--- config.mk ---
export PLATFORM = sky130hd
export DESIGN_NAME = clp_div
export DESIGN_NICKNAME = d
export VERILOG_FILES = /design/src/hdl/clp_pkg.sv /design/src/hdl/clp_div.sv
export SDC_FILE = /design/constraint.sdc
export NUM_CORES = 1
export LEC_CHECK = 0
export BUFFER_PORTS_ARGS = -buffer_cell sky130_fd_sc_hd__buf_4
export CORE_MARGIN = 2
export CORE_UTILIZATION = 61
export CTS_BUF_LIST = sky130_fd_sc_hd__clkbuf_8
export CTS_CLUSTER_SIZE = 10
export DETAILED_ROUTE_END_ITERATION = 8
export PLACE_DENSITY = 0.86
export REMOVE_ABC_BUFFERS = 1
export SYNTH_ARGS = -nofsm -noshare
export SYNTH_HDL_FRONTEND = slang
export SYNTH_SLANG_ARGS = --single-unit
--- constraint.sdc ---
create_clock -name clk -period 3.7 [get_ports clk]
set_clock_uncertainty 0.1 [all_clocks]
set_input_delay 0.555 -clock clk [delete_from_list [all_inputs] [get_ports clk]]
set_output_delay 0.555 -clock clk [all_outputs]
set_load 0.02 [all_outputs]
--- src/hdl/clp_pkg.sv ---
// Shared widths, codes and channel payload types of the crossfaded loop player.
`timescale 1ns / 1ps
`default_nettype none

package clp_pkg;

    localparam int SAMPLE_BITS = 24;
    localparam int LOOP_DEPTH_DEF = 1048576;
    localparam int GAIN_TABLE_DEPTH_DEF = 1024;

    // Q1.15 gains; unity is 32768 and still fits 16 unsigned bits
    localparam int GAIN_W = 16;
    localparam int UNITY_Q15 = 32768;

    // seam length, divisor (xf + 1), quotient and dividend widths
    localparam int XF_W = 14;
    localparam int DEN_W = XF_W + 1;
    localparam int QW = 15;
    localparam int NUM_W = DEN_W + QW;

    localparam int CMD_W = 2;
    localparam logic [CMD_W-1:0] CMD_WRITE = 2'd0;
    localparam logic [CMD_W-1:0] CMD_TICK = 2'd1;
    localparam logic [CMD_W-1:0] CMD_RESTART = 2'd2;

    localparam int CFG_IDX_W = 3;
    localparam int CFG_DATA_W = 21;
    localparam logic [CFG_IDX_W-1:0] REG_LOOP_LENGTH = 3'd0;
    localparam logic [CFG_IDX_W-1:0] REG_CROSSFADE_LEN = 3'd1;
    localparam logic [CFG_IDX_W-1:0] REG_LINEAR_FADE = 3'd2;
    localparam logic [CFG_IDX_W-1:0] REG_WET_MIX = 3'd3;
    localparam logic [CFG_IDX_W-1:0] REG_PLAYBACK_ENABLE = 3'd4;
    localparam logic [CFG_IDX_W-1:0] REG_LOOP_CHANNELS = 3'd5;

    typedef struct packed {
        logic [CMD_W-1:0]              cmd;
        logic [19:0]                   write_addr;
        logic signed [SAMPLE_BITS-1:0] dry_left;
        logic signed [SAMPLE_BITS-1:0] dry_right;
    } clp_item_t;

    typedef struct packed {
        logic signed [SAMPLE_BITS-1:0] out_left;
        logic signed [SAMPLE_BITS-1:0] out_right;
        logic                          in_seam;
    } clp_result_t;

    typedef struct packed {
        logic [CFG_IDX_W-1:0]  index;
        logic [CFG_DATA_W-1:0] data;
    } clp_cfg_t;

endpackage

`default_nettype wire

--- src/hdl/clp_div.sv ---
// Restoring divider, one quotient bit per cycle, for the seam gain position.
`timescale 1ns / 1ps
`default_nettype none

module clp_div
    import clp_pkg::*;
(
    input  wire logic             clk,
    input  wire logic             rst_n,
    input  wire logic             start,
    input  wire logic [NUM_W-1:0] num,
    input  wire logic [DEN_W-1:0] den,
    output logic                  done,
    output logic [QW-1:0]         quot
);

    localparam int CNT_W = $clog2(QW + 1);

    logic [DEN_W-1:0] rem_reg;
    logic [DEN_W-1:0] den_reg;
    logic [QW-1:0]    work_reg;
    logic [CNT_W-1:0] cnt_reg;
    logic             busy_reg;
    logic             done_reg;

    logic [DEN_W:0]   trial;
    logic             fits;

    // shift in the next dividend bit and try to subtract
    assign trial = {rem_reg, work_reg[QW-1]};
    assign fits = trial >= {1'b0, den_reg};

    always_ff @(posedge clk or negedge rst_n)
    begin
        if (!rst_n)
        begin
            busy_reg <= 1'b0;
            done_reg <= 1'b0;
            cnt_reg <= '0;
        end
        else
        begin
            done_reg <= 1'b0;
            if (start)
            begin
                busy_reg <= 1'b1;
                cnt_reg <= CNT_W'(QW);
            end
            else if (busy_reg)
            begin
                cnt_reg <= cnt_reg - CNT_W'(1);
                if (cnt_reg == CNT_W'(1))
                begin
                    busy_reg <= 1'b0;
                    done_reg <= 1'b1;
                end
            end
        end
    end

    // the upper dividend bits stay below the divisor, so QW steps suffice
    always_ff @(posedge clk)
    begin
        if (start)
        begin
            rem_reg <= num[NUM_W-1:QW];
            work_reg <= num[QW-1:0];
            den_reg <= den;
        end
        else if (busy_reg)
        begin
            if (fits)
            begin
                rem_reg <= DEN_W'(trial - {1'b0, den_reg});
            end
            else
            begin
                rem_reg <= trial[DEN_W-1:0];
            end
            work_reg <= {work_reg[QW-2:0], fits};
        end
    end

    assign done = done_reg;
    assign quot = work_reg;

endmodule

`default_nettype wire

Word-level counts from Yosys, hierarchy flattened

Cells that the tools add are included.

Word-level logic and storage cells: 24
Input port bits: 48
Register bits after elaboration: 51

Mux-type cells: 13
Order comparisons: 1
Eq/ne operators: 1
Reduce and logical (&&, ||, !) cells: 1
Add/subtract/negate cells: 2

Operators with widths:

| operator                                            | count |
|---|---|
| two-way mux 15 bit                                  | 5 |
| >= comparator 16 x 15 -> 1 bit                      | 1 |
| subtractor 15 bit                                   | 1 |
| two-way mux 4 bit                                   | 2 |
| two-way mux 1 bit                                   | 6 |
| equality test 4 x 1 -> 1 bit, second input constant | 1 |
| subtractor 4 x 1 -> 4 bit, second input constant    | 1 |
| nonzero test 2 bit                                  | 1 |

Logic depth before layout (Yosys ltp)

Depth after elaboration: 4
Gate-level depth with buffers: 11

Least setup slack after synthesis

OpenSTA, ideal clock, no wires.

Kind: reg-to-reg
From: register work_reg[14] (netlist: quot[14])
To: register rem_reg[3], data pin
Path buffers: 2
Arrival: 2.315 ns
Setup slack: 1.015 ns
Data required time: 3.330 ns
Stages on the path, launching flop included: 12
Cells stage by stage: edfxtp_1 > inv_1 > ha_1 > fa_1 > nand2b_1 > a211oi_2 > nor2_1 > a21oi_2 > buf_6 > buf_8 > mux2i_1 > a21oi_1

Word-level cells in the longest chain between the ends: 4

RTL lines:

| element                                                             | RTL line                     | text |
|---|---|---|
| start: declaration                                                  | clp_div.sv:21                | `logic [QW-1:0] work_reg;` |
| start signal: assignment                                            | clp_div.sv:67                | `work_reg <= num[QW-1:0];` |
| start signal: assignment                                            | clp_div.sv:80                | `work_reg <= {work_reg[QW-2:0], fits};` |
| subtractor 15 bit or >= comparator 16 x 15 -> 1 bit (tied branches) | clp_div.sv:74, clp_div.sv:31 |  |
| two-way mux 15 bit *                                                | clp_div.sv:72                | `if (fits)` |
| two-way mux 15 bit *                                                | clp_div.sv:70                | `else if (busy_reg)` |
| two-way mux 15 bit *                                                | clp_div.sv:64                | `if (start)` |
| end signal: assignment                                              | clp_div.sv:66                | `rem_reg <= num[NUM_W-1:QW];` |
| end signal: assignment                                              | clp_div.sv:74                | `rem_reg <= DEN_W'(trial - {1'b0, den_reg});` |
| end signal: assignment                                              | clp_div.sv:78                | `rem_reg <= trial[DEN_W-1:0];` |
| end: declaration                                                    | clp_div.sv:19                | `logic [DEN_W-1:0] rem_reg;` |

Every way passes the cells marked *; elsewhere a longest branch is shown, timed or not. The select of a mux whose other input is x is not followed.
A chain may end at the register's enable or synchronous reset.

Worst setup path after layout

From: register work_reg[14] (netlist: quot[14])
To: register rem_reg[6], data pin

Same word-level chain as after synthesis.

==> qor.yml <==
timing.critical_path.slowest_stage_cell: "sky130_fd_sc_hd__fa_1"
fin_tns_setup_ns: 0
arrival_ns: 2.95
drt_iter0_markers: 149
synthCells: 269
areaGrowthSynthToFinish_pct: 20.0
synth.top_cells.by_area: "sky130_fd_sc_hd__edfxtp_1 (45%), sky130_fd_sc_hd__ha_1 (7.1%), sky130_fd_sc_hd__mux2_2 (5.2%)"
vias: 2270
place.detailed.instances: 390
setup_viol: 0
outcome: "complete, no violations"
synthArstFlopShare_pct: 11.8
syn_area_per_cell_um2: 11.2
synth_cell_count_leaders: "sky130_fd_sc_hd__edfxtp_1 (45), sky130_fd_sc_hd__inv_1 (24), sky130_fd_sc_hd__nand2_1 (24), sky130_fd_sc_hd__ha_1 (17), sky130_fd_sc_hd__mux2_2 (14)"
synthFlopType: "sky130_fd_sc_hd__edfxtp_1"
clk_path_buf_depth: 2
cts_resized: 0
hold_viol: 0
synth_largest_type_area_fraction_pct: 44.9
portBuffers: 63
worst-setup-path-type: "flip-flop to flip-flop"
whs_ns: 0.318
setup.worst_path.start_class: "flip-flop"
first_global_vias: 2263
maximum_fanout_count_along_the_critical_path: 14
dieArea_mm2: 0.00552
synth.most_common_cell: "sky130_fd_sc_hd__edfxtp_1"
ys.warnings.count: 0
n_antenna_cell: 0
fp-row-count: 25
number_of_enable_flip_flop_cells_after_synthesis: 45
grt_start_max_net_pins: 58
die_w_um: 74.3
avgRoutedWirePerCell_um: 15.6
ys_seq_elements: 51
finalMaxSlewViolations: 0
max_clock_freq_ghz: 0.332
final_antenna_violating_net_count: 0
vdd.ir_drop.worst_mv: 0.352
vias_per_cell: 5.69
drt-pass1-iter-count: 4
design.core.area_mm2: 0.00475
routabilityCongestion: 0.820
synth_cell_type_count: 51
root_cell_of_the_clock_tree: "sky130_fd_sc_hd__clkbuf_8"
post_route_cells_drive_above_1_share_pct: 27.1
critical_path.top_delay_family: "compound AO/OA/AOI/OAI gates"
critical_path.max_stage_delay_ns: 0.39
mappedNetlistArea_mm2: 0.00301
cp.buffers_inverters: 2
detailedPlacementHpwl_um: 4320
static-leakage-power_nw: 1.59
count_of_h_tree_levels_built_during_cts: 2
worstPathCellList: "inv_1 > ha_1 > fa_1 > nand2b_1 > a211oi_2 > nor2_1 > a21oi_2 > buf_4 > mux2i_1 > o21ai_1"
cts_buffers: 5
ys_seq_area_share_pct: 49.9
route.final.wire_length_um: 6220
synth_area_leader_cell: "sky130_fd_sc_hd__edfxtp_1"
boundaryPins: 64
end_kind: "flip-flop"
residual_overflow_from_global_routing: 0
finalNonFillerCells: 399
pwr_density_cell_mw_per_mm2: 691
fin_total_pwr_mw: 2.50
final_design_area_no_fill_mm2: 0.00361
period_utilisation_layout_pct: 81.3
timing_worst_slew_pin_value_ns: 0.774
grt_antenna_before_repair: 0
maxCapViolCount: 0
min_path_type: "input pin to flip-flop"
insertion_delay_ns: 0.31
drc_errors: 0
fp.dieH_um: 74.3
slew_headroom_pct: 48.4
fin_crit_ns: 3.01
post_place_cell_area_mm2: 0.00352
nNetsFinal: 397
grt.total_usage_pct: 23.9
clock_tree_from_tritoncts: "yes"
clock_sinks: 51
start_util_pct: 63.3
grt_setup_unrepaired: "false"
register_clock_pin_slew_on_the_reported_worst_setup_and_hold_paths_ns: 0.09
worst_ep_required_time_ns: 3.64
grt_first_pass_wirelength_um: 10100
## worst reg2reg max path, stage by stage, from the launching register on
cell                       delay, ns
sky130_fd_sc_hd__edfxtp_1       0.35
sky130_fd_sc_hd__inv_1          0.05
sky130_fd_sc_hd__ha_1           0.23
sky130_fd_sc_hd__fa_1           0.39
sky130_fd_sc_hd__nand2b_1       0.22
sky130_fd_sc_hd__a211oi_2       0.28
sky130_fd_sc_hd__nor2_1         0.13
sky130_fd_sc_hd__a21oi_2        0.31
sky130_fd_sc_hd__buf_4          0.32
sky130_fd_sc_hd__mux2i_1        0.28
sky130_fd_sc_hd__o21ai_1        0.09
## metal layers
layer / routed length (um) / global-route usage, % / share of wire (%)
met3: 392 / 4.61 / 6.3
met1: 2740 / 31.3 / 44
met5: 0 / 0 / 0
met2: 2950 / 40.7 / 47
met4: 140 / 7.14 / 2.2
## through the flow
step                      utilization, %  setup slack (ns)
after floorplan                        -             0.672
after global placement              74.0             0.844
after detailed placement            74.0             0.728
after CTS                           76.0             0.711
after global routing                76.0             0.472
final                               76.0             0.692
## cell type report
class / instances / area [um^2]
repair buffers: 65 / 490
clock inverters: 3 / 16.3
flip-flops and latches: 51 / 1500
multi-input cells: 184 / 1360
well taps: 67 / 83.8
fillers: 330 / 1140
inverters: 24 / 90.1
clock buffers: 5 / 68.8
## cells in the final DEF (no fill, tap or decap), types with 4 or more instances in the layout
| cell type | netlist | layout |
|---|---|---|
| sky130_fd_sc_hd__buf_4 | 0 | 64 |
| sky130_fd_sc_hd__edfxtp_1 | 45 | 45 |
| sky130_fd_sc_hd__inv_1 | 24 | 25 |
| sky130_fd_sc_hd__nand2_1 | 24 | 24 |
| sky130_fd_sc_hd__ha_1 | 17 | 17 |
| sky130_fd_sc_hd__mux2_2 | 14 | 14 |
| sky130_fd_sc_hd__a21oi_1 | 12 | 12 |
| sky130_fd_sc_hd__o21ai_1 | 12 | 12 |
| sky130_fd_sc_hd__nor2_1 | 10 | 10 |
| sky130_fd_sc_hd__xnor2_1 | 9 | 9 |
| sky130_fd_sc_hd__o21ai_0 | 8 | 8 |
| sky130_fd_sc_hd__a21o_1 | 7 | 7 |
| sky130_fd_sc_hd__mux2i_1 | 7 | 7 |
| sky130_fd_sc_hd__nor3_1 | 6 | 6 |
| sky130_fd_sc_hd__dfrtp_1 | 6 | 6 |
| sky130_fd_sc_hd__clkbuf_8 | 0 | 5 |
| sky130_fd_sc_hd__nor2b_1 | 4 | 4 |
| sky130_fd_sc_hd__a221o_1 | 4 | 4 |
## where the power goes
part | total [mW] | internal [mW] | switching, mW
combinational | 1.32 | 0.594 | 0.727
sequential | 0.863 | 0.790 | 0.0728
clock | 0.314 | 0.130 | 0.184
## cells by family (layout without fill, tap and decap cells)
kind of cell / count (synthesis) / after routing / synth area share [%]
xor+xnor: 10 / 10 / 2.91
mux: 24 / 24 / 8.68
compound gates: 66 / 66 / 14.8
buf+inv: 34 / 97 / 4.90
simple gates: 66 / 66 / 11.1
flops: 51 / 51 / 49.9
fa+ha+maj: 18 / 18 / 7.73
## path summary, 6_finish.rpt
kind                       slack, ns                     end                    from  cells after the start
setup / recovery                0.69    rem_reg[6]$_DFFE_PP_      quot[14]$_DFFE_PP_                     10
hold / removal                  0.32    den_reg[4]$_DFFE_PP_                  den[4]                      1
setup reg to reg                0.69    rem_reg[6]$_DFFE_PP_      quot[14]$_DFFE_PP_                     10
hold reg to reg                 0.44  cnt_reg[3]$_DFFE_PN0P_  cnt_reg[3]$_DFFE_PN0P_                      2
max in group asynchronous       2.90  cnt_reg[0]$_DFFE_PN0P_                   rst_n                      2
min in group asynchronous       0.48  cnt_reg[2]$_DFFE_PN0P_                   rst_n                      2
## what timing repair did
item | in CTS | in global routing
hold endpoints to repair | 6 | 0
hold buffers | 1 | 0
setup buffers | 0 | 0
No activity file was read; power rests on OpenSTA's default activity.
